[src/sv/assert_macros.svh]
// Assertion macros shared by the climate hysteresis controller RTL.
// Define ASSERT_OFF to compile the checks out.
`ifndef ASSERT_MACROS_SVH
`define ASSERT_MACROS_SVH

`ifndef ASSERT_OFF

// Check a property every clock, masked while reset is high.
`define CHC_ASSERT(label, clk, rst, prop, msg) \
  label: assert property (@(posedge clk) disable iff (rst) (prop)) else $error(msg);

// Check a property every clock, reset cycles included.
`define CHC_ASSERT_ALWAYS(label, clk, prop, msg) \
  label: assert property (@(posedge clk) (prop)) else $error(msg);

`else

`define CHC_ASSERT(label, clk, rst, prop, msg)
`define CHC_ASSERT_ALWAYS(label, clk, prop, msg)

`endif

`endif

[src/sv/chc_pkg.sv]
// Shared types and constants of the climate hysteresis controller.
// No dependencies; every module file refers to it by scoped names.
package chc_pkg;

  localparam int TEMP_W    = 11;
  localparam int HUM_W     = 10;
  localparam int COUNT_W   = 8;
  localparam int PHASE_W   = 5;
  localparam int CFG_W     = 11;
  localparam int CFG_IDX_W = 3;

  // Default timing parameters
  localparam int HEAT_DELAY_DEFAULT   = 5;
  localparam int VENT_DELAY_DEFAULT   = 10;
  localparam int MANUAL_TICKS_DEFAULT = 100;
  localparam int SLOW_BLINK_DEFAULT   = 5;
  localparam int IDLE_FLASH_DEFAULT   = 20;

  // Divide by three: floor(x / 3) == (x * 2731) >> 13 for 0 <= x <= 3072
  localparam int          RECIP3_W     = 12;
  localparam logic [11:0] RECIP3       = 12'd2731;
  localparam int          RECIP3_SHIFT = 13;

  typedef enum logic [1:0] {
    KIND_SAMPLE = 2'd0,
    KIND_PRESS  = 2'd1,
    KIND_TICK   = 2'd2,
    KIND_NONE   = 2'd3
  } kind_t;

  typedef enum logic [CFG_IDX_W-1:0] {
    REG_HEAT_CRIT_FIRST = 3'd0,
    REG_HEAT_CRIT_AVG   = 3'd1,
    REG_HEAT_LOW        = 3'd2,
    REG_HEAT_OFF        = 3'd3,
    REG_VENT_OPEN       = 3'd4,
    REG_VENT_CLOSE      = 3'd5,
    REG_DRY             = 3'd6,
    REG_WET             = 3'd7
  } reg_index_t;

  localparam logic signed [TEMP_W-1:0] HEAT_CRIT_FIRST_RST = 11'sd10;
  localparam logic signed [TEMP_W-1:0] HEAT_CRIT_AVG_RST   = 11'sd50;
  localparam logic signed [TEMP_W-1:0] HEAT_LOW_RST        = 11'sd40;
  localparam logic signed [TEMP_W-1:0] HEAT_OFF_RST        = 11'sd60;
  localparam logic signed [TEMP_W-1:0] VENT_OPEN_RST       = 11'sd280;
  localparam logic signed [TEMP_W-1:0] VENT_CLOSE_RST      = 11'sd240;
  localparam logic [HUM_W-1:0]         DRY_RST             = 10'd400;
  localparam logic [HUM_W-1:0]         WET_RST             = 10'd600;

  typedef struct packed {
    logic signed [TEMP_W-1:0] heat_crit_first;
    logic signed [TEMP_W-1:0] heat_crit_avg;
    logic signed [TEMP_W-1:0] heat_low;
    logic signed [TEMP_W-1:0] heat_off;
    logic signed [TEMP_W-1:0] vent_open;
    logic signed [TEMP_W-1:0] vent_close;
    logic [HUM_W-1:0]         dry;
    logic [HUM_W-1:0]         wet;
  } cfg_t;

  typedef struct packed {
    kind_t                    kind;
    logic signed [TEMP_W-1:0] temp_first;
    logic signed [TEMP_W-1:0] temp_second;
    logic signed [TEMP_W-1:0] temp_third;
    logic [HUM_W-1:0]         humidity;
  } item_t;

  // Climate status handed from the climate unit to the timer unit
  typedef struct packed {
    logic heater;
    logic vents;
    logic auto_water;
  } climate_t;

endpackage

[src/sv/chc_climate.sv]
// Sample-driven heater, vent and automatic watering hysteresis for the controller.
// Depends on chc_pkg and assert_macros.svh.
`include "assert_macros.svh"

module chc_climate #(
  parameter int HEAT_DELAY_SAMPLES = chc_pkg::HEAT_DELAY_DEFAULT,
  parameter int VENT_DELAY_SAMPLES = chc_pkg::VENT_DELAY_DEFAULT
) (
  input  logic             clk,
  input  logic             rst,
  input  logic             sample_en,
  input  chc_pkg::item_t   item,
  input  chc_pkg::cfg_t    cfg,
  output chc_pkg::climate_t status,
  output chc_pkg::climate_t status_next
);

  localparam int SUM_W = chc_pkg::TEMP_W + 2;
  localparam int MAG_W = chc_pkg::RECIP3_W;
  localparam int PRD_W = MAG_W + chc_pkg::RECIP3_W;
  localparam int QUO_W = PRD_W - chc_pkg::RECIP3_SHIFT;
  localparam logic [chc_pkg::COUNT_W-1:0] HEAT_DELAY = chc_pkg::COUNT_W'(HEAT_DELAY_SAMPLES);
  localparam logic [chc_pkg::COUNT_W-1:0] VENT_DELAY = chc_pkg::COUNT_W'(VENT_DELAY_SAMPLES);
  localparam logic [chc_pkg::COUNT_W-1:0] COUNT_MAX  = '1;

  logic                          heater, heater_next;
  logic                          vents, vents_next;
  logic                          auto_water, auto_water_next;
  logic [chc_pkg::COUNT_W-1:0]   low_cnt, low_cnt_next, low_cnt_inc;
  logic [chc_pkg::COUNT_W-1:0]   high_cnt, high_cnt_next, high_cnt_inc;

  logic signed [SUM_W-1:0]       sum;
  logic [MAG_W-1:0]              mag;
  logic [PRD_W-1:0]              prod;
  logic [QUO_W-1:0]              quo;
  logic signed [SUM_W-1:0]       avg;

  // Average truncated toward zero: divide the magnitude, restore the sign
  always_comb begin
    sum  = SUM_W'(item.temp_first) + SUM_W'(item.temp_second) + SUM_W'(item.temp_third);
    mag  = sum[SUM_W-1] ? MAG_W'(-sum) : MAG_W'(sum);
    prod = PRD_W'(mag) * PRD_W'(chc_pkg::RECIP3);
    quo  = prod[PRD_W-1:chc_pkg::RECIP3_SHIFT];
    avg  = sum[SUM_W-1] ? -SUM_W'(signed'({1'b0, quo})) : SUM_W'(signed'({1'b0, quo}));
  end

  always_comb begin
    low_cnt_inc  = (low_cnt == COUNT_MAX) ? low_cnt : low_cnt + 1'b1;
    high_cnt_inc = (high_cnt == COUNT_MAX) ? high_cnt : high_cnt + 1'b1;

    heater_next     = heater;
    low_cnt_next    = low_cnt;
    vents_next      = vents;
    high_cnt_next   = high_cnt;
    auto_water_next = auto_water;

    if (!heater) begin
      if (item.temp_first <= cfg.heat_crit_first ||
          avg <= SUM_W'(cfg.heat_crit_avg)) begin
        heater_next = 1'b1;
      end else if (item.temp_first < cfg.heat_low) begin
        low_cnt_next = low_cnt_inc;
        heater_next  = (low_cnt_inc >= HEAT_DELAY);
      end else begin
        low_cnt_next = '0;
      end
    end else if (item.temp_first >= cfg.heat_off) begin
      heater_next  = 1'b0;
      low_cnt_next = '0;
    end

    if (!vents) begin
      if (item.temp_third > cfg.vent_open) begin
        high_cnt_next = high_cnt_inc;
        vents_next    = (high_cnt_inc >= VENT_DELAY);
      end else begin
        high_cnt_next = '0;
      end
    end else if (item.temp_third <= cfg.vent_close) begin
      vents_next    = 1'b0;
      high_cnt_next = '0;
    end

    if (!auto_water) begin
      auto_water_next = (item.humidity < cfg.dry);
    end else if (item.humidity >= cfg.wet) begin
      auto_water_next = 1'b0;
    end
  end

  always_ff @(posedge clk) begin
    if (rst) begin
      heater     <= 1'b0;
      vents      <= 1'b0;
      auto_water <= 1'b0;
      low_cnt    <= '0;
      high_cnt   <= '0;
    end else if (sample_en) begin
      heater     <= heater_next;
      vents      <= vents_next;
      auto_water <= auto_water_next;
      low_cnt    <= low_cnt_next;
      high_cnt   <= high_cnt_next;
    end
  end

  assign status      = '{heater: heater, vents: vents, auto_water: auto_water};
  assign status_next = sample_en
                       ? '{heater: heater_next, vents: vents_next, auto_water: auto_water_next}
                       : status;

  `CHC_ASSERT(a_heat_run_below_delay, clk, rst, !heater |-> low_cnt < HEAT_DELAY, "low run reached delay with heater off")
  `CHC_ASSERT(a_vent_run_below_delay, clk, rst, !vents |-> high_cnt < VENT_DELAY, "high run reached delay with vents closed")

endmodule

[src/sv/chc_timer.sv]
// Manual watering countdown and status LED pattern of the controller.
// Depends on chc_pkg and assert_macros.svh.
`include "assert_macros.svh"

module chc_timer #(
  parameter int MANUAL_WATER_TICKS = chc_pkg::MANUAL_TICKS_DEFAULT,
  parameter int SLOW_BLINK_TICKS   = chc_pkg::SLOW_BLINK_DEFAULT,
  parameter int IDLE_FLASH_TICKS   = chc_pkg::IDLE_FLASH_DEFAULT
) (
  input  logic              clk,
  input  logic              rst,
  input  logic              press_en,
  input  logic              tick_en,
  input  chc_pkg::climate_t climate,
  output logic              manual_next,
  output logic              led_next
);

  localparam int PW = chc_pkg::PHASE_W;
  localparam int PHASES = 2 ** PW;
  localparam logic [chc_pkg::COUNT_W-1:0] MANUAL_LOAD = chc_pkg::COUNT_W'(MANUAL_WATER_TICKS);
  localparam logic [PW-1:0] PHASE_LAST = PW'(IDLE_FLASH_TICKS - 1);

  // Bit i set when phase i is a multiple of the slow blink period
  function automatic logic [PHASES-1:0] slow_mask(input int period);
    logic [PHASES-1:0] mask;
    int                j;
    mask = '0;
    j    = 0;
    for (int i = 0; i < PHASES; i++) begin
      mask[i] = (j == 0);
      j = (j == period - 1) ? 0 : j + 1;
    end
    return mask;
  endfunction

  localparam logic [PHASES-1:0] SLOW_HIT = slow_mask(SLOW_BLINK_TICKS);

  logic                        manual;
  logic [chc_pkg::COUNT_W-1:0] countdown, countdown_next, countdown_dec;
  logic [PW-1:0]               phase, phase_next;
  logic                        led;

  always_comb begin
    manual_next    = manual;
    countdown_next = countdown;
    phase_next     = phase;
    led_next       = led;
    countdown_dec  = (countdown != '0) ? countdown - 1'b1 : countdown;

    if (press_en) begin
      manual_next    = 1'b1;
      countdown_next = MANUAL_LOAD;
    end else if (tick_en) begin
      if (manual) begin
        countdown_next = countdown_dec;
        manual_next    = (countdown_dec != '0);
      end
      phase_next = (phase == PHASE_LAST) ? '0 : phase + 1'b1;

      if (climate.auto_water || manual_next) begin
        led_next = 1'b1;
      end else if (climate.heater) begin
        led_next = !led;
      end else if (climate.vents) begin
        if (SLOW_HIT[phase_next]) begin
          led_next = !led;
        end
      end else if (phase_next == PW'(0)) begin
        led_next = 1'b1;
      end else if (phase_next == PW'(1)) begin
        led_next = 1'b0;
      end
    end
  end

  always_ff @(posedge clk) begin
    if (rst) begin
      manual    <= 1'b0;
      countdown <= '0;
      phase     <= '0;
      led       <= 1'b0;
    end else begin
      manual    <= manual_next;
      countdown <= countdown_next;
      phase     <= phase_next;
      led       <= led_next;
    end
  end

  `CHC_ASSERT(a_manual_has_count, clk, rst, manual |-> countdown != '0, "manual watering with empty countdown")
  `CHC_ASSERT(a_phase_in_range, clk, rst, phase <= PHASE_LAST, "blink phase past its period")

endmodule

[src/sv/climate_hysteresis_controller.sv]
// Top level of the greenhouse climate hysteresis controller.
// Depends on chc_pkg, chc_climate and chc_timer.

// Greenhouse on/off controller. Each input transaction is a sensor sample, a
// manual button press or a 100 ms tick (tuser selects the kind; kind 3 only
// reports the current state), and each one yields exactly one output
// transaction with the heater, vent, sprinkler, manual watering and LED
// drive levels after that item. The block takes one transaction per clock
// while the output is not stalled: an input register holds the item, one pass
// of compare logic (plus a single 12x12 multiply for the divide-by-three
// average) updates the state, and the new drive levels go to an output
// register. An output held by a stalled consumer keeps the input register
// full; once the output is taken the pipe moves on at full rate. Thresholds
// are written through the cfg port and take effect on the next item; write
// them only while no transaction is in flight.
module climate_hysteresis_controller #(
  parameter int HEAT_DELAY_SAMPLES = chc_pkg::HEAT_DELAY_DEFAULT,
  parameter int VENT_DELAY_SAMPLES = chc_pkg::VENT_DELAY_DEFAULT,
  parameter int MANUAL_WATER_TICKS = chc_pkg::MANUAL_TICKS_DEFAULT,
  parameter int SLOW_BLINK_TICKS   = chc_pkg::SLOW_BLINK_DEFAULT,
  parameter int IDLE_FLASH_TICKS   = chc_pkg::IDLE_FLASH_DEFAULT
) (
  input  logic                          clk,
  input  logic                          rst,
  // Input stream
  input  logic                          s_tvalid,
  output logic                          s_tready,
  input  logic [47:0]                   s_tdata,  // temp_first, temp_second, temp_third, humidity
  input  logic [1:0]                    s_tuser,  // kind
  // Output stream
  output logic                          m_tvalid,
  input  logic                          m_tready,
  output logic [7:0]                    m_tdata,  // heater_on, vents_open, sprinkler_on,
                                                  // manual_active, led_on
  // Threshold register writes
  input  logic                          cfg_valid,
  output logic                          cfg_ready,
  input  logic [chc_pkg::CFG_IDX_W-1:0] cfg_index,
  input  logic [chc_pkg::CFG_W-1:0]     cfg_data
);

  localparam int T = chc_pkg::TEMP_W;
  localparam int H = chc_pkg::HUM_W;

  typedef struct packed {
    logic heater_on;
    logic vents_open;
    logic sprinkler_on;
    logic manual_active;
    logic led_on;
  } result_t;

  chc_pkg::cfg_t     cfg;
  chc_pkg::item_t    s1_item;
  logic              s1_valid;
  logic              out_free;
  logic              s1_adv;
  result_t           result, result_next;
  chc_pkg::climate_t climate, climate_next;
  logic              manual_next, led_next;
  logic              sample_en, press_en, tick_en;

  // Configuration: always ready, write the indexed threshold
  assign cfg_ready = 1'b1;

  always_ff @(posedge clk) begin
    if (rst) begin
      cfg.heat_crit_first <= chc_pkg::HEAT_CRIT_FIRST_RST;
      cfg.heat_crit_avg   <= chc_pkg::HEAT_CRIT_AVG_RST;
      cfg.heat_low        <= chc_pkg::HEAT_LOW_RST;
      cfg.heat_off        <= chc_pkg::HEAT_OFF_RST;
      cfg.vent_open       <= chc_pkg::VENT_OPEN_RST;
      cfg.vent_close      <= chc_pkg::VENT_CLOSE_RST;
      cfg.dry             <= chc_pkg::DRY_RST;
      cfg.wet             <= chc_pkg::WET_RST;
    end else if (cfg_valid) begin
      unique case (chc_pkg::reg_index_t'(cfg_index))
        chc_pkg::REG_HEAT_CRIT_FIRST: cfg.heat_crit_first <= signed'(cfg_data);
        chc_pkg::REG_HEAT_CRIT_AVG:   cfg.heat_crit_avg   <= signed'(cfg_data);
        chc_pkg::REG_HEAT_LOW:        cfg.heat_low        <= signed'(cfg_data);
        chc_pkg::REG_HEAT_OFF:        cfg.heat_off        <= signed'(cfg_data);
        chc_pkg::REG_VENT_OPEN:       cfg.vent_open       <= signed'(cfg_data);
        chc_pkg::REG_VENT_CLOSE:      cfg.vent_close      <= signed'(cfg_data);
        chc_pkg::REG_DRY:             cfg.dry             <= cfg_data[H-1:0];
        chc_pkg::REG_WET:             cfg.wet             <= cfg_data[H-1:0];
        default: ;
      endcase
    end
  end

  // Handshake: the output register frees when empty or taken; the input
  // register advances into it and refills in the same cycle
  assign out_free = !m_tvalid || m_tready;
  assign s1_adv   = s1_valid && out_free;
  assign s_tready = !s1_valid || out_free;

  always_ff @(posedge clk) begin
    if (rst) begin
      s1_valid <= 1'b0;
      m_tvalid <= 1'b0;
    end else begin
      if (s_tready) begin
        s1_valid <= s_tvalid;
      end
      if (out_free) begin
        m_tvalid <= s1_valid;
      end
    end
  end

  // Capture the input transaction
  always_ff @(posedge clk) begin
    if (s_tvalid && s_tready) begin
      s1_item.kind        <= chc_pkg::kind_t'(s_tuser);
      s1_item.temp_first  <= signed'(s_tdata[T-1:0]);
      s1_item.temp_second <= signed'(s_tdata[2*T-1:T]);
      s1_item.temp_third  <= signed'(s_tdata[3*T-1:2*T]);
      s1_item.humidity    <= s_tdata[3*T+H-1:3*T];
    end
  end

  // Decode the kind; state moves only when the item leaves the input register
  always_comb begin
    sample_en = 1'b0;
    press_en  = 1'b0;
    tick_en   = 1'b0;
    unique case (s1_item.kind)
      chc_pkg::KIND_SAMPLE: sample_en = s1_adv;
      chc_pkg::KIND_PRESS:  press_en  = s1_adv;
      chc_pkg::KIND_TICK:   tick_en   = s1_adv;
      chc_pkg::KIND_NONE:   ;
      default:              ;
    endcase
  end

  chc_climate #(
    .HEAT_DELAY_SAMPLES (HEAT_DELAY_SAMPLES),
    .VENT_DELAY_SAMPLES (VENT_DELAY_SAMPLES)
  ) u_climate (
    .clk         (clk),
    .rst         (rst),
    .sample_en   (sample_en),
    .item        (s1_item),
    .cfg         (cfg),
    .status      (climate),
    .status_next (climate_next)
  );

  // Ticks never change the climate state, so the timer sees its current value
  chc_timer #(
    .MANUAL_WATER_TICKS (MANUAL_WATER_TICKS),
    .SLOW_BLINK_TICKS   (SLOW_BLINK_TICKS),
    .IDLE_FLASH_TICKS   (IDLE_FLASH_TICKS)
  ) u_timer (
    .clk         (clk),
    .rst         (rst),
    .press_en    (press_en),
    .tick_en     (tick_en),
    .climate     (climate),
    .manual_next (manual_next),
    .led_next    (led_next)
  );

  // Drive levels after this item
  always_comb begin
    result_next.heater_on     = climate_next.heater;
    result_next.vents_open    = climate_next.vents;
    result_next.sprinkler_on  = climate_next.auto_water || manual_next;
    result_next.manual_active = manual_next;
    result_next.led_on        = led_next;
  end

  always_ff @(posedge clk) begin
    if (s1_adv) begin
      result <= result_next;
    end
  end

  assign m_tdata = {3'b000, result.led_on, result.manual_active, result.sprinkler_on,
                    result.vents_open, result.heater_on};

endmodule
[config.mk]
export PLATFORM = sky130hd
export DESIGN_NAME = climate_hysteresis_controller
export DESIGN_NICKNAME = d
export VERILOG_FILES = /design/src/sv/chc_pkg.sv /design/src/sv/chc_climate.sv /design/src/sv/chc_timer.sv /design/src/sv/climate_hysteresis_controller.sv
export VERILOG_INCLUDE_DIRS = /design/src /design/src/sv
export SDC_FILE = /design/constraint.sdc
export NUM_CORES = 1
export LEC_CHECK = 0
export ABC_AREA = 1
export BUFFER_PORTS_ARGS = -buffer_cell sky130_fd_sc_hd__buf_2
export CAP_MARGIN = 10
export CELL_PAD_IN_SITES_DETAIL_PLACEMENT = 1
export CELL_PAD_IN_SITES_GLOBAL_PLACEMENT = 1
export CORE_MARGIN = 1
export CORE_UTILIZATION = 51
export CTS_CLUSTER_SIZE = 16
export DETAILED_ROUTE_END_ITERATION = 16
export HOLD_SLACK_MARGIN = 0.15
export MAX_ROUTING_LAYER = met4
export PLACE_DENSITY = 0.85
export SLEW_MARGIN = 10
export SYNTH_ARGS = -nofsm -noshare
export SYNTH_HDL_FRONTEND = slang
export SYNTH_SLANG_ARGS = --single-unit
[constraint.sdc]
create_clock -name clk -period 17.6 [get_ports clk]
set_input_delay 3.52 -clock clk [delete_from_list [all_inputs] [get_ports clk]]
set_output_delay 3.52 -clock clk [all_outputs]
set_load 0.02 [all_outputs]
# [Word-level counts from Yosys, hierarchy flattened]
# Memory sizes are Yosys's and may differ from the RTL's.
# Index checks and enable logic that the tools add are counted.
[op_classes] n_addsub=8 mul=1 n_div=0 n_lt_le_gt_ge=11 eq_ne=16 shift=0 n_mux=43 n_bitwise=1 reduce_logical=31
[op_table] operator="2-to-1 mux 8 bit" count=10
[op_table] operator="2-to-1 mux 1 bit" count=26
[op_table] operator="multiplier 12 x 12 -> 24 bit, second input constant" count=1
[op_table] operator="AND reduction 2 bit" count=12
[op_table] operator="<= comparator 11 bit" count=2
[op_table] operator="2-to-1 mux 7 bit" count=3
[op_table] operator="adder 8 x 1 -> 8 bit, second input constant" count=2
[op_table] operator="== test 8 bit, second input constant" count=2
[op_table] operator="nonzero test 8 bit" count=2
[op_table] operator="adder 12 x 11 -> 13 bit" count=1
[op_table] operator="<= comparator 13 x 11 -> 1 bit" count=1
[op_table] operator="2-to-1 mux 13 bit" count=1
[op_table] operator="negator 11 -> 13 bit" count=1
[op_table] operator="adder 11 x 11 -> 12 bit" count=1
[op_table] operator="== test 3 bit, second input constant" count=4
[op_table] operator="2-to-1 mux 12 bit" count=1
[op_table] operator="negator 12 bit" count=1
[op_table] operator="greater-or-equal comparator 11 bit" count=1
[op_table] operator="> comparator 11 bit" count=1
[op_table] operator="less-than comparator 11 bit" count=1
[op_table] operator="greater-or-equal comparator 10 bit" count=1
[op_table] operator="less-than comparator 10 bit" count=1
[op_table] operator="greater-or-equal comparator 8 x 3 -> 1 bit, second input constant" count=1
[op_table] operator="greater-or-equal comparator 8 x 4 -> 1 bit, second input constant" count=1
[op_table] operator="other kinds (23)" count=33
[totals] regBits=172 latchBits=0 mem_bits_rw=0 rom_bits=32 inputBits=69 wordCells=142 memories=1
[mem_list] name="(no name shown)" words=32 word_bits=1 read_ports=1 rd_ports_with_merged_regs=0 write_ports=0 line="chc_timer.sv:66" text="if (SLOW_HIT[phase_next]) begin"

# [Logic depth before layout (Yosys ltp)]
# Gate-level depths: netlist (run 1).
[depth] word_depth=13 mapped_depth=56

# [Hierarchy]
# Synthesis (run 1) repeated with hierarchy kept, for this count alone.
[hier_totals] cells_unflattened=1768 area_unflattened_um2=13718.2
[modules_own_cells] module="chc_climate" instances=1 cells_per_inst=1048 area_each_um2=7561.0 seq_area_each_um2=380.4
[modules_own_cells] module="climate_hysteresis_controller" instances=1 cells_per_inst=546 area_each_um2=5036.1 seq_area_each_um2=3263.1
[modules_own_cells] module="chc_timer" instances=1 cells_per_inst=174 area_each_um2=1121.1 seq_area_each_um2=300.3

# [Worst setup path before layout (run 1)]
# Ideal clock, no wire load.
[synth_path] path_type="register to register" start="reg s1_item[20] in the netlist's numbering" end="reg u_climate.low_cnt[4] in the netlist's numbering" setup_ns=0.070 arrival_ns=8.614 slack_ns=8.916 path_stages_with_launch=48 n_path_buf=2 cell_sequence="edfxtp_1 > fa_1 > ha_1 > nand2_2 > inv_2 > a21oi_2 > nand4_1 > nand2_1 > buf_2 > clkbuf_1 > nand2_1 > xor2_1 > inv_1 > ha_1 > fa_1 > inv_1 > fa_1 > inv_1 > [... 12 more ...] > nor2_2 > nand4_1 > nand2_1 > nand2_1 > nand2_1 > ha_1 > nand2_1 > nor2_1 > nand4_1 > nor4_1 > a2111oi_0 > nand3_1 > nand2_1 > nand2_1 > nor2_1 > nand2_1 > or2_0 > a21oi_1"
[synth_between] elab_chain_len=10
[synth_lines] item="start: declaration" line="climate_hysteresis_controller.sv:54" text="chc_pkg::item_t s1_item;"
[synth_lines] item="adder 12 x 11 -> 13 bit *" line="chc_climate.sv:40" text="sum = SUM_W'(item.temp_first) + SUM_W'(item.temp_second) + SUM_W'(item.temp_third);"
[synth_lines] item="negator 12 bit" line="chc_climate.sv:41" text="mag = sum[SUM_W-1] ? MAG_W'(-sum) : MAG_W'(sum);"
[synth_lines] item="2-to-1 mux 12 bit" line="chc_climate.sv:41"
[synth_lines] item="multiplier 12 x 12 -> 24 bit" line="chc_climate.sv:42" text="prod = PRD_W'(mag) * PRD_W'(chc_pkg::RECIP3);"
[synth_lines] item="negator 11 -> 13 bit" line="chc_climate.sv:44" text="avg = sum[SUM_W-1] ? -SUM_W'(signed'({1'b0, quo})) : SUM_W'(signed'({1'b0, quo}));"
[synth_lines] item="2-to-1 mux 13 bit *" line="chc_climate.sv:44"
[synth_lines] item="<= comparator 13 x 11 -> 1 bit *" line="chc_climate.sv:59" text="avg <= SUM_W'(cfg.heat_crit_avg)) begin"
[synth_lines] item="logical OR 1 bit *" line="chc_climate.sv:58" text="if (item.temp_first <= cfg.heat_crit_first ||"
[synth_lines] item="inequality test 2 x 1 -> 1 bit (no line) *"
[synth_lines] item="AND reduction 3 bit (no line) *"
[synth_lines] item="end signal: assignment" line="chc_climate.sv:102" text="low_cnt <= low_cnt_next;"
[synth_lines] item="end: declaration" line="chc_climate.sv:29" text="logic [chc_pkg::COUNT_W-1:0] low_cnt, low_cnt_next, low_cnt_inc;"
# Mark *: on every way between the ends. The rest lies on a longest branch, timed or not.
# A chain may end at the register's enable or synchronous reset.

# [Worst setup path in the final report (run 1)]
[layout_path] start="reg s1_item[38] in the netlist's numbering" end="reg u_climate.low_cnt[4] in the netlist's numbering"
[layout_between] elab_chain_len=11 word_cells_on_any_way=18 cone_classes="add/sub (4); mul (1); order compare (4); eq/ne (2); mux (5); reduce/logical (2)"
[layout_lines] item="adder 11 x 11 -> 12 bit" line="chc_climate.sv:40"
[layout_lines] item="adder 12 x 11 -> 13 bit" line="chc_climate.sv:40"
[layout_lines] item="negator 12 bit" line="chc_climate.sv:41"
[layout_lines] item="2-to-1 mux 12 bit" line="chc_climate.sv:41"
[layout_lines] item="multiplier 12 x 12 -> 24 bit" line="chc_climate.sv:42"
[layout_lines] item="negator 11 -> 13 bit" line="chc_climate.sv:44"
[layout_lines] item="2-to-1 mux 13 bit" line="chc_climate.sv:44"
[layout_lines] item="<= comparator 13 x 11 -> 1 bit" line="chc_climate.sv:59"
[layout_lines] item="logical OR 1 bit" line="chc_climate.sv:58"
[layout_lines] item="inequality test 2 x 1 -> 1 bit (no line)"
[layout_lines] item="AND reduction 3 bit (no line)"
# Parallel ways exist; a longest one is shown, timed or not. The select of a mux whose other input is x is not followed.

==> impl_metrics.json, run 1 <==
{
  "status": "finished, final reports clean",
  "ant_nets": 0,
  "crit_slowest_cell": "edfxtp_1",
  "avgRoutedWirePerCell_um": 19.2,
  "worstSetupPathType": "register to register",
  "timing.final.hold_violations": 0,
  "finClkSkew_ns": 0.0211,
  "drive_gt1_share_pct": 9.60,
  "holdBufCountCts": 0,
  "cp-start-kind": "register",
  "maxCapViolCount": 0,
  "first_pass_iters": 5,
  "fillers": 3053,
  "cts.sinks": 172,
  "grt_usage_pct": 30.8,
  "dp_cells": 1928,
  "drt_iter0_drc": 597,
  "ys_types": 57,
  "yosysSeqAreaShare_pct": 30.6,
  "rsz0062_at_grt": "no",
  "insertion_delay_ns": 0.45,
  "arrival_ns": 11.32,
  "critical_path.max_stage_delay_ns": 0.67,
  "multi_input_area_mm2": 0.00765,
  "grt_overflow": 0,
  "timing.hold.ws_ns": 0.463,
  "synth_area_mm2": 0.0129,
  "dp_hpwl_um": 28200,
  "cts_root_buf": "clkbuf_16",
  "wl_um": 37600,
  "post_drt_via_cell_ratio": 5.63,
  "syn_to_final_growth_pct": 9.62,
  "worstPathRequired_ns": 17.97,
  "async_reset_ff_share_pct": 0,
  "gp_congestion": 0.890,
  "tightest_slew_ns": 1.09,
  "synth_warnings": 0,
  "die_x_um": 161,
  "ys_seq_elements": 172,
  "ios": 80,
  "die_h_um": 161,
  "critPathMaxFanout": 21,
  "cts_buffer_depth": 2,
  "yosys_most_used_dff": "dfxtp_1",
  "rows": 57,
  "cp_common_cell": "nand2_1",
  "fin_crit_ns": 10.95,
  "post_cts_buffers": 0,
  "hp-class": "register to register",
  "grt_pass1_wl_um": 60600,
  "die-area_mm2": 0.0259,
  "syn_inst": 1561,
  "grt_start_max_net_pins": 80,
  "cts_resized": 0,
  "final_cells": 1960,
  "fp.coreArea_mm2": 0.0245,
  "synth_edf_count": 50,
  "path_clk_slew_ns": 0.08,
  "cp-end-kind": "register",
  "setup_viol": 0,
  "vias": 11000,
  "max_freq_ghz": 0.0913,
  "nNetsFinal": 1926,
  "syn_avg_cell_area_um2": 8.24,
  "grt_pass1_vias": 11900,
  "n_antenna_cell": 0,
  "drc": 0,
  "fin_tns_setup_ns": 0,
  "antenna_found_initial": 0,
  "cts_max_level": 4,
  "seq_area_mm2": 0.00394,
  "post-route-period-util_pct": 62.2,
  "start_util_pct": 52.4,
  "numCtsBuffers": 17,
  "port_buffers": 70,
  "slew_headroom_pct": 27.1,
  "cts_tree": "yes",
  "drv_slew": 0
}
==> cells in the mapped netlist, drive strengths merged, types with 18 or more instances <==
| library cell | number | area [µm²] |
|---|---|---|
| inv | 306 | 1150 |
| nand2 | 211 | 877 |
| ha | 183 | 2290 |
| a21oi | 158 | 802 |
| dfxtp | 122 | 2440 |
| o21ai | 120 | 601 |
| nor2 | 104 | 418 |
| fa | 51 | 1020 |
| edfxtp | 50 | 1500 |
| nand3 | 48 | 280 |
| o211ai | 27 | 208 |
| xor2 | 27 | 244 |
| clkbuf | 24 | 91.3 |
| nor3 | 18 | 90.1 |
| xnor2 | 18 | 184 |
==> worst max-delay path: cells and delay by family (launching register included) <==
| family | cells | cell delay [ns] |
|---|---|---|
| AOI/OAI and AO/OA | 2 | 0.51 |
| xor gates and xnor gates | 2 | 0.33 |
| adders and majority gates | 10 | 4.25 |
| buffers and inverters | 6 | 0.75 |
| DFF | 1 | 0.67 |
| and+or+nand+nor | 27 | 4.32 |
==> cell usage in the layout, fill, tap and decap left out, types with 16 or more instances in the layout <==
cell and n:
inv_1 300, edfxtp_1 50, xor2_1 26, fa_1 51, o211ai_1 26, nand2_2 22
buf_2 70, dfxtp_1 122, nand3_1 40, ha_1 183, nand2_1 185, a21oi_1 155
o21ai_0 113, nor3_1 18, xnor2_1 16, nor2_1 99, clkbuf_16 17
==> state kept, by name, summed over array words and instances, names as in the netlist <==
| name | flops |
|---|---|
| s1_item | 45 |
| cfg | 86 |
| u_climate.high_cnt | 8 |
| s1_valid | 1 |
| u_timer.led | 1 |
| u_timer.phase | 5 |
| u_climate.vents | 1 |
| m_tdata | 5 |
| u_climate.heater | 1 |
| u_climate.auto_water | 1 |
| u_timer.manual | 1 |
| m_tvalid | 1 |
| u_climate.low_cnt | 8 |
| u_timer.countdown | 8 |
==> through the flow <==
step	instance area (µm²)	worst slack [ns]	util, %
global route	14100	5.92	57.5
global placement	13500	7.35	55.1
floorplan	12900	8.92	-
finish	14100	6.65	57.5
CTS	14100	6.74	57.5
detailed placement	13500	6.82	55.1
==> kinds of logic (layout without fill, tap and decap cells) <==
kind of cell | after synthesis | in the layout | synth area share (%)
flip-flops | 172 | 172 | 30.6
AND/OR/NAND/NOR | 416 | 416 | 14.7
adder cells (fa/ha/maj) | 234 | 234 | 25.7
AO/OA/AOI/OAI | 356 | 356 | 15.6
buffers and inverters | 336 | 409 | 9.94
other | 2 | 4 | 0.0584
XOR/XNOR | 45 | 45 | 3.33
==> layout make-up <==
cell class                 instances  area share [%]
multi-input combinational       1055            54.3
sequential                       172            28.0
inverter                         306            8.14
clock buffer                      18            3.04
tap                              324            2.87
timing repair buffer              71            2.54
clock inverter                    14            1.19
==> worst paths after layout <==
path	startpoint	end	slack (ns)	cells past startpoint
setup / recovery	s1_item[38]	u_climate.low_cnt[4]	6.65	47
hold / removal	cfg[2]	cfg[2]	0.46	2
setup reg to reg	s1_item[38]	u_climate.low_cnt[4]	6.65	47
hold reg to reg	cfg[2]	cfg[2]	0.46	2
==> per-layer routing <==
| metal | track usage, % | up-vias | share of wire, % |
|---|---|---|---|
| met3 | 4.16 | 91 | 4.2 |
| met5 | - | - | 0 |
| li1 | - | 5285 | - |
| met2 | 53.1 | 245 | 50 |
| met1 | 36.4 | 5410 | 43 |
| met4 | 12.0 | 0 | 3.3 |
Power of run 1 is left out: the tool's default activity adds up to more than one toggle a clock period on the data nets, which glitch-free logic cannot reach.
==> run 2: changes to the inputs <==
--- a/config.mk
+++ b/config.mk
@@ -12,12 +12,12 @@
 export CELL_PAD_IN_SITES_DETAIL_PLACEMENT = 1
 export CELL_PAD_IN_SITES_GLOBAL_PLACEMENT = 1
 export CORE_MARGIN = 1
-export CORE_UTILIZATION = 51
+export CORE_UTILIZATION = 47
 export CTS_CLUSTER_SIZE = 16
 export DETAILED_ROUTE_END_ITERATION = 16
 export HOLD_SLACK_MARGIN = 0.15
 export MAX_ROUTING_LAYER = met4
-export PLACE_DENSITY = 0.85
+export PLACE_DENSITY = 0.79
 export SLEW_MARGIN = 10
 export SYNTH_ARGS = -nofsm -noshare
 export SYNTH_HDL_FRONTEND = slang
==> constraint.sdc (replaced) <==
create_clock -name clk -period 11.4 [get_ports clk]
set_input_delay 2.28 -clock clk [delete_from_list [all_inputs] [get_ports clk]]
set_output_delay 2.28 -clock clk [all_outputs]
set_load 0.02 [all_outputs]
==> run 2 against run 1 <==
  * Register-to-register slack worse by 5.7 ns
  * Utilization down 5.0 points
  * First-iteration DRC count down 11%
  * Critical path depth down 1
  * Worst setup slack worse by 5.7 ns
  * Worst hold slack worse by 0.0017 ns
  * Clock-buffer cell count up 5
  * Critical path type unchanged
==> impl_metrics.json, run 2 (synthesized netlist as in run 1, its figures left out) <==
{
  "post-route-period-util_pct": 91.7,
  "insertion_delay_ns": 0.44,
  "dp_hpwl_um": 27900,
  "multi_input_area_mm2": 0.00766,
  "post_cts_buffers": 0,
  "antenna_found_initial": 0,
  "crit_slowest_cell": "edfxtp_1",
  "seq_area_mm2": 0.00394,
  "drc": 0,
  "cts_resized": 0,
  "place_ws_ns": 0.865,
  "r2r_end": "u_climate.low_cnt[0]",
  "regMostFlops": "cfg",
  "fin_tns_setup_ns": 0,
  "die-area_mm2": 0.0280,
  "regToRegSetupSlack_ns": 0.95,
  "grt_overflow": 0,
  "numCtsBuffers": 17,
  "wl_um": 35800,
  "cts_tree": "yes",
  "syn_to_final_growth_pct": 9.63,
  "final_common_cell": "inv_1",
  "arrival_ns": 10.81,
  "drive_gt1_share_pct": 9.52,
  "rsz0062_at_grt": "no",
  "fp.coreArea_mm2": 0.0269,
  "cts.sinks": 172,
  "fillers": 3337,
  "n_antenna_cell": 0,
  "port_buffers": 70,
  "critical_path.max_stage_delay_ns": 0.65,
  "cts_max_level": 4,
  "fin_ws_ns": 0.949,
  "grt_pass1_vias": 11500,
  "max_freq_ghz": 0.0957,
  "maxCapViolCount": 0,
  "fin_crit_ns": 10.45,
  "slew_headroom_pct": 43.9,
  "tightest_slew_ns": 0.835,
  "critPathMaxFanout": 13,
  "largest_reg_flops": 86,
  "finClkSkew_ns": 0.0186,
  "cp-start-kind": "register",
  "die_x_um": 167,
  "die_h_um": 167,
  "hp-class": "register to register",
  "cts_buffer_depth": 2,
  "setup_viol": 0,
  "status": "finished, final reports clean",
  "path_clk_slew_ns": 0.06,
  "vias": 10800,
  "cp-end-kind": "register",
  "drt_iter0_drc": 530,
  "layout_common_cells": "inv_1, nand2_1, ha_1",
  "grt_start_max_net_pins": 66,
  "largestRegisters": "cfg: 86 flops, s1_item: 45 flops",
  "grt_usage_pct": 27.4,
  "ant_nets": 0,
  "worstPathRequired_ns": 11.76,
  "cts_root_buf": "clkbuf_16",
  "hold_start": "cfg[82]",
  "rows": 60,
  "gp_congestion": 0.884,
  "nNetsFinal": 1928,
  "worstSetupPathType": "register to register",
  "timing.final.hold_violations": 0,
  "r2r_cells": 46,
  "hold_end": "cfg[82]",
  "cp_common_cell": "nand2_1",
  "grt_pass1_wl_um": 58200,
  "ios": 80,
  "reg2reg_from": "s1_item[42]",
  "post_drt_via_cell_ratio": 5.45,
  "drv_slew": 0,
  "first_pass_iters": 5,
  "avgRoutedWirePerCell_um": 18.1,
  "holdPathStages": 2,
  "start_util_pct": 47.9,
  "holdBufCountCts": 0
}
[run 2: changes by cell type in the layout (fill, tap and decap cells not counted), sizes merged]
cell / before / now
clkinvlp: 0 / 1
bufinv: 0 / 1
buf: 71 / 73
clkbuf: 18 / 23
clkinv: 6 / 3
inv: 314 / 310
[run 2: area by class of cell]
class | count | share of cell area (%)
inverters | 306 | 8.14
multi-input cells | 1055 | 54.3
well taps | 341 | 3.02
repair buffers | 73 | 2.64
clock buffers | 23 | 3.33
clock inverters | 9 | 0.612
flip-flops and latches | 172 | 28.0
[run 2: critical path, delay by kind of cell, from the launching register on]
family                   cells  cell delay [ns]
adder cells (fa/ha/maj)     10             4.32
buffers and inverters        8             0.93
XOR/XNOR                     3             0.59
AO/OA/AOI/OAI                3             0.62
AND/OR/NAND/NOR             22             3.24
flip-flops                   1             0.65
[run 2: per-stage QoR]
step | hold slack [ns] | util [%] | cell area (µm²) | cells
after global placement | 0.447 | 50.4 | 13500 | 1947
final | 0.461 | 52.5 | 14100 | 1979
after global routing | 0.486 | 52.5 | 14100 | 1979
after detailed placement | 0.455 | 50.4 | 13500 | 1947
after floorplan | 0.435 | - | 12900 | 1563
after CTS | 0.464 | 52.5 | 14100 | 1979
[run 2: layer usage]
metal / track usage [%] / wire length, µm / up-vias
li1: - / - / 5292
met1: 33.7 / 16500 / 5263
met2: 46.5 / 17400 / 185
met3: 3.90 / 1070 / 46
met4: 7.86 / 735 / 0
met5: - / 0 / -
[run 2: worst max-delay path by stage]
stage,from,endpoint,slack (ns)
after floorplan,s1_item[20],u_climate.low_cnt[4],2.72
after global placement,s1_item[42],u_climate.low_cnt[7],1.32
after detailed placement,s1_item[42],u_climate.low_cnt[0],0.87
after CTS,s1_item[42],u_climate.low_cnt[0],0.75
after global routing,s1_item[42],u_climate.low_cnt[0],0.06
final,s1_item[42],u_climate.low_cnt[0],0.95
Power of run 2 is left out for the same reason.
==> run 3: changes to the inputs <==
--- a/config.mk
+++ b/config.mk
@@ -7,17 +7,17 @@
 export NUM_CORES = 1
 export LEC_CHECK = 0
 export ABC_AREA = 1
-export BUFFER_PORTS_ARGS = -buffer_cell sky130_fd_sc_hd__buf_2
 export CAP_MARGIN = 10
 export CELL_PAD_IN_SITES_DETAIL_PLACEMENT = 1
 export CELL_PAD_IN_SITES_GLOBAL_PLACEMENT = 1
 export CORE_MARGIN = 1
-export CORE_UTILIZATION = 47
+export CORE_UTILIZATION = 50
 export CTS_CLUSTER_SIZE = 16
 export DETAILED_ROUTE_END_ITERATION = 16
+export DONT_BUFFER_PORTS = 1
 export HOLD_SLACK_MARGIN = 0.15
 export MAX_ROUTING_LAYER = met4
-export PLACE_DENSITY = 0.79
+export PLACE_DENSITY = 0.8
 export SLEW_MARGIN = 10
 export SYNTH_ARGS = -nofsm -noshare
 export SYNTH_HDL_FRONTEND = slang
==> run 3 against run 2 <==
  * Clock skew barely moved
  * Non-clock buffer count shrank 72
  * Final cell count shrank 4.1%
  * Critical path type unchanged
==> impl_metrics.json, run 3 (synthesized netlist as in run 1, its figures left out) <==
{
  "insertion_delay_ns": 0.44,
  "drive_gt1_share_pct": 5.56,
  "worstSetupPathType": "register to register",
  "multi_input_area_mm2": 0.00765,
  "fp.coreArea_mm2": 0.0252,
  "antenna_found_initial": 1,
  "cts_tree": "yes",
  "critical_path.max_stage_delay_ns": 0.56,
  "ant_nets": 0,
  "cts_root_buf": "clkbuf_16",
  "post_drt_via_cell_ratio": 5.55,
  "first_pass_iters": 4,
  "grt_busiest_layer": "met2",
  "cts_max_level": 4,
  "vias": 10500,
  "place_ws_ns": 1.05,
  "grtUsageMet2_pct": 52.1,
  "drv_slew": 0,
  "die_h_um": 162,
  "worstPathRequired_ns": 11.77,
  "maxCapViolCount": 0,
  "numCtsBuffers": 17,
  "port_buffers": 0,
  "nNetsFinal": 1856,
  "avgRoutedWirePerCell_um": 18.7,
  "timing.final.hold_violations": 0,
  "slew_headroom_pct": 24.6,
  "post_cts_buffers": 0,
  "die_x_um": 162,
  "cts.sinks": 172,
  "largestRegisters": "cfg: 86 flops, s1_item: 45 flops",
  "max_freq_ghz": 0.0959,
  "die-area_mm2": 0.0264,
  "r2r_cells": 49,
  "placed_area_mm2": 0.0132,
  "grt_pass1_vias": 11300,
  "setup_viol": 0,
  "holdPathStages": 2,
  "dp_hpwl_um": 27700,
  "cts_buffer_depth": 2,
  "grt_pass1_wl_um": 57600,
  "path_clk_slew_ns": 0.07,
  "largest_reg_flops": 86,
  "final_area_mm2": 0.0138,
  "syn_to_final_growth_pct": 6.98,
  "cp-start-kind": "register",
  "grt_start_max_net_pins": 70,
  "hp-class": "register to register",
  "regMostFlops": "cfg",
  "grtUsageMet3_pct": 3.03,
  "fin_tns_setup_ns": 0,
  "final_util_pct": 54.7,
  "drt_iter0_drc": 477,
  "ios": 80,
  "fin_ws_ns": 0.969,
  "gp_congestion": 0.842,
  "arrival_ns": 10.80,
  "rsz0062_at_grt": "no",
  "grt_usage_pct": 28.9,
  "fillers": 3077,
  "layout_common_cells": "inv_1, nand2_1, ha_1",
  "wl_um": 35400,
  "grt_overflow": 0,
  "cp-end-kind": "register",
  "critPathMaxFanout": 21,
  "tightest_slew_ns": 1.13,
  "cts_resized": 0,
  "finClkSkew_ns": 0.0189,
  "final_common_cell": "inv_1",
  "drc": 0,
  "crit_slowest_cell": "nand2_1",
  "holdBufCountCts": 0,
  "status": "finished, final reports clean",
  "rows": 58,
  "seq_area_mm2": 0.00394,
  "use_met1_pct": 34.2,
  "fin_crit_ns": 10.43,
  "cp_common_cell": "nand2_1",
  "start_util_pct": 51.1,
  "post-route-period-util_pct": 91.5
}
-- run 3: final cells by class --
class / instances / share of cell area [%]
multi-input combinational: 1055 / 55.6
sequential: 172 / 28.6
inverter: 306 / 8.34
clock buffer: 18 / 3.12
tap: 330 / 3.00
clock inverter: 14 / 1.23
timing repair buffer: 1 / 0.0545
antenna: 1 / 0.0182
-- run 3: routing by layer --
| layer | routed length [µm] | up-vias |
|---|---|---|
| li1 | - | 5139 |
| met1 | 15900 | 5207 |
| met2 | 18100 | 141 |
| met3 | 831 | 42 |
| met4 | 578 | 0 |
| met5 | 0 | - |
-- run 3: worst paths after layout --
check,from,to,slack [ns]
min,cfg[40],cfg[40],0.46
max,s1_item[37],u_climate.low_cnt[0],0.97
max reg2reg,s1_item[37],u_climate.low_cnt[0],0.97
min reg2reg,cfg[40],cfg[40],0.46
-- run 3: metrics by stage --
| step | hold slack [ns] | std cells |
|---|---|---|
| floorplan | 0.435 | 1563 |
| global placement | 0.447 | 1864 |
| detailed placement | 0.453 | 1864 |
| CTS | 0.464 | 1896 |
| global route | 0.480 | 1897 |
| finish | 0.461 | 1897 |
-- run 3: critical path, delay by kind of cell (launching register included) --
kind	cells	cell delay, ns
simple gates	28	4.06
buf+inv	7	0.83
fa+ha+maj	10	4.23
xor+xnor	2	0.29
compound gates	2	0.41
flops	1	0.54
Power of run 3 is left out for the same reason.
